<file path="src/hw/rtl/gme_pkg.sv">
// Package for the modular Gaussian elimination block.
// Holds the request and result structs, the action codes and the register indexes.
// No dependencies.
package gme_pkg;

  localparam logic [1:0] ACT_WRITE = 2'd0;
  localparam logic [1:0] ACT_RUN   = 2'd1;
  localparam logic [1:0] ACT_READ  = 2'd2;
  localparam logic [1:0] ACT_NOP   = 2'd3;

  localparam logic [2:0] REG_ROW_COUNT   = 3'd0;
  localparam logic [2:0] REG_COL_COUNT   = 3'd1;
  localparam logic [2:0] REG_PIVOT_COLS  = 3'd2;
  localparam logic [2:0] REG_REDUCE_MODE = 3'd3;
  localparam logic [2:0] REG_MODULUS     = 3'd4;

  typedef struct packed {
    logic [1:0]  action;
    logic [3:0]  row;
    logic [3:0]  col;
    logic [30:0] value;
  } gme_req_t;

  typedef struct packed {
    logic [30:0] read_value;
    logic [4:0]  rank;
    logic [30:0] determinant;
  } gme_res_t;

  // Command to the modular multiplier: a must be below m, b may be any value.
  typedef struct packed {
    logic        start;
    logic [30:0] a;
    logic [30:0] b;
    logic [30:0] m;
  } gme_mul_cmd_t;

endpackage

</file>
<file path="src/hw/rtl/gme_modmul.sv">
// Bit-serial modular multiplier: result = (a * b) mod m, one bit of b per cycle.
// Depends on gme_pkg for the command struct.
module gme_modmul import gme_pkg::*; (
  input  logic         clk,
  input  logic         rst,
  input  gme_mul_cmd_t cmd,
  output logic         done,
  output logic [30:0]  result
);

  logic [30:0] a;
  logic [30:0] m;
  logic [30:0] bsh;
  logic [4:0]  cnt;
  logic        busy;
  logic [32:0] t;
  logic [32:0] m1;
  logic [32:0] m2;
  logic [32:0] t_red;

  // Horner step: 2r + bit*a stays below 3m since r and a are below m.
  always_comb begin
    t  = {1'b0, result, 1'b0} + {2'b00, (bsh[30] ? a : 31'd0)};
    m1 = {2'b00, m};
    m2 = {1'b0, m, 1'b0};
    if (t >= m2) begin
      t_red = t - m2;
    end else if (t >= m1) begin
      t_red = t - m1;
    end else begin
      t_red = t;
    end
  end

  always_ff @(posedge clk) begin
    if (rst) begin
      busy <= 1'b0;
      done <= 1'b0;
      cnt  <= '0;
    end else begin
      done <= 1'b0;
      if (cmd.start) begin
        busy <= 1'b1;
        cnt  <= 5'd31;
      end else if (busy) begin
        cnt <= cnt - 5'd1;
        if (cnt == 5'd1) begin
          busy <= 1'b0;
          done <= 1'b1;
        end
      end
    end
  end

  always_ff @(posedge clk) begin
    if (cmd.start) begin
      result <= '0;
      a      <= cmd.a;
      m      <= cmd.m;
      bsh    <= cmd.b;
    end else if (busy) begin
      result <= t_red[30:0];
      bsh    <= {bsh[29:0], 1'b0};
    end
  end

endmodule
</file>
<file path="config.mk">
export PLATFORM = sky130hd
export DESIGN_NAME = gme_modmul
export DESIGN_NICKNAME = d
export VERILOG_FILES = /design/src/hw/rtl/gme_pkg.sv /design/src/hw/rtl/gme_modmul.sv
export SDC_FILE = /design/constraint.sdc
export NUM_CORES = 1
export LEC_CHECK = 0
export BUFFER_PORTS_ARGS = -buffer_cell sky130_fd_sc_hd__clkbuf_2
export CAP_MARGIN = 10
export CORE_UTILIZATION = 30
export CTS_CLUSTER_DIAMETER = 100
export DETAILED_ROUTE_END_ITERATION = 10
export RECOVER_POWER = 100
export SLEW_MARGIN = 5
export SYNTH_ARGS = -nofsm -noshare
export SYNTH_HDL_FRONTEND = slang
export SYNTH_SLANG_ARGS = --single-unit
</file>
<file path="constraint.sdc">
create_clock -name clk -period 5.25 [get_ports clk]
set_clock_uncertainty 0.05 [all_clocks]
set_input_delay 0.2625 -clock clk [delete_from_list [all_inputs] [get_ports clk]]
set_output_delay 0.2625 -clock clk [all_outputs]
set_load 0.01 [all_outputs]
</file>
# After elaboration in Yosys (flattened, before gate mapping)
# Index checks and enable logic that the tools add are counted.
classes:
  n_div: 0
  eq_ne: 1
  mux: 11
  magnitude_cmp: 2
  n_shift: 0
  reduce_logical: 2
  addsub: 4
  bitwise_logic: 1
  n_mul: 0
ops:
  columns: ["cell", "n"]
  rows:
  - ["31-bit two-way mux", 5]
  - ["31-bit subtractor", 2]
  - ["32-bit by 31-bit adder with 33-bit output", 1]
  - ["33-bit by 31-bit >= comparator with 1-bit output", 1]
  - ["33-bit by 32-bit >= comparator with 1-bit output", 1]
  - ["5-bit two-way mux", 2]
  - ["5-bit by 1-bit == test with 1-bit output, second input constant", 1]
  - ["5-bit by 1-bit subtractor with 5-bit output, second input constant", 1]
  - ["1-bit two-way mux", 4]
  - ["3-bit OR reduction", 1]
  - ["2-bit nonzero test", 1]
  - ["1-bit inverter", 1]
word_totals:
  out_inout_bits: 32
  regBits: 131
  latchBits: 0
  memories: 0
  mem_bits_ro: 0
  mem_bits_rw: 0

# Logic depth before layout (Yosys ltp)
depth:
  word_depth: 5
  ltp_mapped: 23
  depth_no_buf: 20

# Least setup slack after synthesis
# Ideal clock, no wire load.
synth_timing:
  path_type: "register -> register"
  start: "register bsh[30]"
  end: "register result[29]"
  period_less_slack_ns: 4.977
  n_path_buf: 2
  path_slack_ns: 0.273
  path_stages_with_launch: 21
  t_arrival_ns: 4.805
  cell_sequence: "edfxtp_1 clkbuf_1 and2_1 ha_1 o211ai_1 o211ai_1 nand3_1 a311o_1 o31a_1 o21ai_1 xor2_1 ha_1 a21oi_1 o21ai_0 a221oi_2 a31oi_4 o41a_4 nor2_4 buf_6 nor2_1 a221o_1"
synth_between:
  elab_chain_cells: 5
synth_rtl:
  columns: ["element", "line_no", "source"]
  rows:
  - ["start: declaration", "gme_modmul.sv:13", "logic [30:0] bsh;"]
  - ["start signal: assignment", "gme_modmul.sv:60", "bsh <= cmd.b;"]
  - ["start signal: assignment", "gme_modmul.sv:63", "bsh <= {bsh[29:0], 1'b0};"]
  - ["31-bit two-way mux *", "gme_modmul.sv:23", "t = {1'b0, result, 1'b0} + {2'b00, (bsh[30] ? a : 31'd0)};"]
  - ["32-bit by 31-bit adder with 33-bit output *", "gme_modmul.sv:23", null]
  - ["31-bit subtractor / 33-bit by 31-bit >= comparator with 1-bit output (equally long branches)", "gme_modmul.sv:29, gme_modmul.sv:28", null]
  - ["31-bit two-way mux", "gme_modmul.sv:28", "end else if (t >= m1) begin"]
  - ["31-bit two-way mux *", "gme_modmul.sv:26", "if (t >= m2) begin"]
  - ["end signal: assignment", "gme_modmul.sv:62", "result <= t_red[30:0];"]
  - ["end: declaration", "gme_modmul.sv:8", "output logic [30:0] result"]
# Mark *: on every way between the ends. The rest lies on a longest branch, timed or not.
# A chain may end at the register's enable or synchronous reset.

# Worst setup path after layout
layout_timing:
  start: "register bsh[30]"
  end: "register result[2]"
# Same word-level chain as after synthesis.

==> summary.md <==
The number of global-route vias before repair is 9,863, and the count of cell types in the netlist is 89. Worst setup margin: 0.08470 ns. The endpoint identified for the worst register-to-register timing path is result[2]$_SDFFE_PP0P_. The number of warnings issued by yosys is 0, and the number of hold violations in the final report is 0.

The share of synthesized area spent on multiplexers works out to 4.413%. Before antenna repair, the detailed router went through 5 iterations. The final critical delay including setup and external delays was 5.165 ns; the clock network fraction of total power was 16.3%. The pin count of the biggest net entering global routing is 45. After synthesis, the share of flip-flops with an asynchronous set or reset is 0%. The count of cells along the worst hold path was 2; the peak supply drop was 0.2845 mV.

The largest single stage delay on the critical path is 0.43 ns. Final hold analysis gives a worst-case slack of 0.02971 ns. The average footprint of a synthesized cell came out at 9.349 sq um. Cell repeated most along the worst path: sky130_fd_sc_hd__buf_4. The largest family of logic cells by synthesized area was compound AO/OA/AOI/OAI gates. Of the total synthesized cell area, the portion taken by full adders, half adders and majority gates is 11.88%.

The transition time of the tightest slew-check pin was 2.485 ns. In the routed design, unresolved DRC markers number 0. For this design the ratio of total power to cell area is 556.4 nW/um^2.

The cell with the biggest individual delay on the critical path is sky130_fd_sc_hd__edfxtp_1. In the final design database the tool counted 1,673 nets. The number of cell instances on the worst register-to-register path is 25. Along the worst path, the maximum fanout reaches 8.

Excluding fillers, the count of instances in the completed layout stands at 1,940. The share of total power in sequential cells was 17.1%; the latest clock arrival within the worst-skew pair was 0.45 ns. The worst setup path is launched from a flop. The analysis attributes to net switching a power of 3.628 mW.

The die width came out at 188.2 microns. Cell area after layout: 14,670 sq um. The run gives -0.2793 ns as the setup slack after placement.

Of the total synthesized cell area, the portion taken by XOR and XNOR cells is 5.808%. The sum of negative setup slack is 0 ns. The path with the worst hold slack has its endpoint at cnt[0]$_SDFFE_PP0P_.

Summing internal, switching and leakage power gives 8.163 mW. The total number of vias came out at 10,190. The routed length per instance is 18.49 microns, and the cell internal power dissipation is 4.535 mW.

After synthesis, flip-flops and latches occupy 34.15% of the total area. The tools report the number of DRC markers in iteration 0 as 772. In this design, the largest share of critical-path delay is due to compound AO/OA/AOI/OAI gates. Weighted congestion at the end of routability-driven global placement: 0.9675.

STA puts the critical path data arrival time at 5.46 ns. Net switching is 44.45% of the power. The first global-routing pass estimated 54,090 microns of wire. The tool flagged a number of max-cap violations equal to 3.

TritonCTS created 17 clock buffers. The tools report the summed instance area of the synthesized netlist as 10,400 sq um. For the max-slew headroom at the worst pin, the log shows -65.66%. The count of input and output buffers is 127, and the overall die height is 188.2 microns. The flow ran to the end, but the final reports show violations. After floorplanning, the core was sized to cover 33,870 sq um. For this design the static power due to leakage is 6.273 nW. Global routing used 19.96% of the available tracks. TritonCTS built the clock tree. The run gives 66.6% as the portion of total power attributed to combinational logic. The tools report the area of the die as 35,430 sq um. The area fraction in compound gates after synthesis works out to 23.70%. The worst hold path begins at rst. The initialized floorplan defines 67 standard-cell rows. For the final number of max-transition violations, the log shows 121. Most frequent standard cell in the layout excluding fill and tap cells: sky130_fd_sc_hd__buf_4. The clock slew at the register clock pins of the worst setup and hold paths is 0.06 ns. The worst register-to-register path begins at bsh[30]$_DFFE_PP_. Counting both buffers and inverters, the worst setup path holds a total of 8. Across all register-to-register paths, the minimum setup slack is 0.08 ns. For this design the top-level I/O count stands at 128. The detailed placer's ending HPWL was 27,690 microns; the synthesized-area fraction occupied by and/or/nand/nor cells was 16.11%. Synthesis handed over a netlist of 1,113 instances. The checks that failed: max-capacitance violations, max-slew violations. Counting flops and latches in the post-synthesis netlist gives 131. For the total number of clock tree sinks, the log shows 131. For this run the aggregate overflow at the end of global routing stands at 0. The flip-flop cell with the highest count after synthesis was sky130_fd_sc_hd__edfxtp_1.

The tools report the count of placed standard cells including taps as 1,815. The placement-stage cell area is 12,700 sq um, and the cell depth of the worst setup path is 25. The run gives 0 as the initial antenna violation count. The initial utilization of the core area, before any placement, comes to 30.72%. Timing would allow up to 0.1936 GHz. After detailed routing, the number of vias per cell comes to 5.254. The setup path with the least slack is of type flop to flop. The H-tree was split into 4 levels.

In this run the remaining antenna-violating nets after routing total 0. Clock tree synthesis selected as its root buffer the cell sky130_fd_sc_hd__clkbuf_16. For the worst setup path, the data required time is 5.55 ns. The share of the cycle needed by the critical path after routing is 98.39%, and the proportion of layout cells with a drive suffix above 1 is 29.83%.

Relative to the synthesized area, the layout overhead comes to 40.99%. The number of nets in the synthesized netlist was 1,306. The worst setup path is captured at a flop. Yosys mapped a number of flops with a built-in enable equal to 93.

The type of the most critical hold path was primary input to flop. Utilization after layout: 43.32%. After filler insertion, the fill cell instance count of the layout stands at 3,365. The number of setup violations in the final report was 0.

The routed design has 35,870 microns of wire. For the total inserted antenna cells, the log shows 0. Deepest clock path buffer count: 2. Leaving out fill and tap cells, the most frequent cells in the layout are sky130_fd_sc_hd__buf_4 (180), sky130_fd_sc_hd__edfxtp_1 (93), sky130_fd_sc_hd__clkbuf_2 (91).
per-layer routing:
layer	GRT usage [%]	up-vias	part of all wire [%]
li1	-	4943	-
met3	4.917	74	6.8
met1	24.98	4809	43
met5	0	-	0
met2	32.95	367	47
met4	7.598	0	3.2
worst register-to-register path, cell delays in order (launching register included):
cell	delay, ns
sky130_fd_sc_hd__edfxtp_1	0.43
sky130_fd_sc_hd__buf_6	0.15
sky130_fd_sc_hd__buf_4	0.12
sky130_fd_sc_hd__and2_1	0.13
sky130_fd_sc_hd__ha_1	0.28
sky130_fd_sc_hd__o211ai_1	0.14
sky130_fd_sc_hd__o211ai_1	0.27
sky130_fd_sc_hd__nand3_1	0.14
sky130_fd_sc_hd__a311o_1	0.32
sky130_fd_sc_hd__o31a_1	0.33
sky130_fd_sc_hd__buf_4	0.16
sky130_fd_sc_hd__o22ai_2	0.12
sky130_fd_sc_hd__xor2_1	0.08
sky130_fd_sc_hd__buf_4	0.17
sky130_fd_sc_hd__ha_4	0.28
sky130_fd_sc_hd__buf_6	0.12
sky130_fd_sc_hd__nand3_4	0.10
sky130_fd_sc_hd__or3_1	0.41
sky130_fd_sc_hd__nor3_2	0.20
sky130_fd_sc_hd__buf_4	0.16
sky130_fd_sc_hd__o41ai_4	0.06
sky130_fd_sc_hd__buf_4	0.19
sky130_fd_sc_hd__nand2_4	0.09
sky130_fd_sc_hd__buf_6	0.14
sky130_fd_sc_hd__o211ai_1	0.11
sky130_fd_sc_hd__a311oi_1	0.30
repair_timing:
action	4_1_cts	5_1_grt
hold buffers	62	0
gates resized for setup	17	83
pin swaps	14	53
buffers inserted	11	20
cloned	1	1
setup endpoints to repair	31	31
hold endpoints to repair	62	0
layout make-up:
class                   instances  area [sq um]  share of cell area [%]
clock buffers                  18         429.2                   2.925
well taps                     448         560.5                   3.821
inverters                      57         214.0                   1.458
clock inverters                13         195.2                   1.330
multi-input cells             887          6942                   47.32
repair buffers                386          2776                   18.93
flip-flops and latches        131          3553                   24.22
cells by family after synthesis:
kind of cell,after synthesis
simple gates,323
compound gates,355
flops,131
mux,42
buf+inv,96
fa+ha+maj,97
xor+xnor,69
how the worst max path moves through the flow:
stage	from	to	slack, ns
after floorplan	bsh[30]$_DFFE_PP_	result[29]$_SDFFE_PP0P_	0.27
after global placement	bsh[30]$_DFFE_PP_	result[2]$_SDFFE_PP0P_	-0.29
after detailed placement	bsh[30]$_DFFE_PP_	result[27]$_SDFFE_PP0P_	-0.28
after CTS	bsh[30]$_DFFE_PP_	result[28]$_SDFFE_PP0P_	0.004
after global routing	bsh[30]$_DFFE_PP_	result[2]$_SDFFE_PP0P_	-0.06
final	bsh[30]$_DFFE_PP_	result[2]$_SDFFE_PP0P_	0.08
power by group through the flow:
stage / clock [mW] / combinational [mW] / sequential [mW]
after detailed placement: 0 / 4.82 / 1.41
final: 1.33 / 5.44 / 1.39
after floorplan: 0 / 3.01 / 1.38
after global routing: 1.40 / 5.85 / 1.41
after CTS: 1.36 / 5.00 / 1.39
after global placement: 0 / 4.79 / 1.42
cell usage after synthesis, types with 12 or more instances:
cell type                  count  area share (%)
sky130_fd_sc_hd__nor3_1       22             1.1
sky130_fd_sc_hd__dfxtp_1      38             7.3
sky130_fd_sc_hd__clkbuf_1     22            0.79
sky130_fd_sc_hd__nand4_1      19             1.1
sky130_fd_sc_hd__nor2_1       77             2.8
sky130_fd_sc_hd__xor2_1       29             2.4
sky130_fd_sc_hd__o21a_1       14             1.0
sky130_fd_sc_hd__nand2_1      72             2.6
sky130_fd_sc_hd__o21ai_0      64             3.1
sky130_fd_sc_hd__ha_1         94              11
sky130_fd_sc_hd__nand3_1      27             1.3
sky130_fd_sc_hd__inv_1        57             2.1
sky130_fd_sc_hd__o211ai_1     23             1.7
sky130_fd_sc_hd__and2_1       35             2.1
sky130_fd_sc_hd__xnor2_1      40             3.4
sky130_fd_sc_hd__o21bai_1     12            0.87
sky130_fd_sc_hd__a211oi_1     16             1.2
sky130_fd_sc_hd__mux2_2       31             3.4
sky130_fd_sc_hd__a21oi_1      86             4.1
sky130_fd_sc_hd__edfxtp_1     93              27
sky130_fd_sc_hd__a21o_1       29             2.1
sequential cells by signal, indices dropped and copies added (netlist names):
signal / flops
a: 31
bsh: 31
m: 31
result: 31
cnt: 5
busy: 1
done: 1
Power figures use the tool's default switching activity.
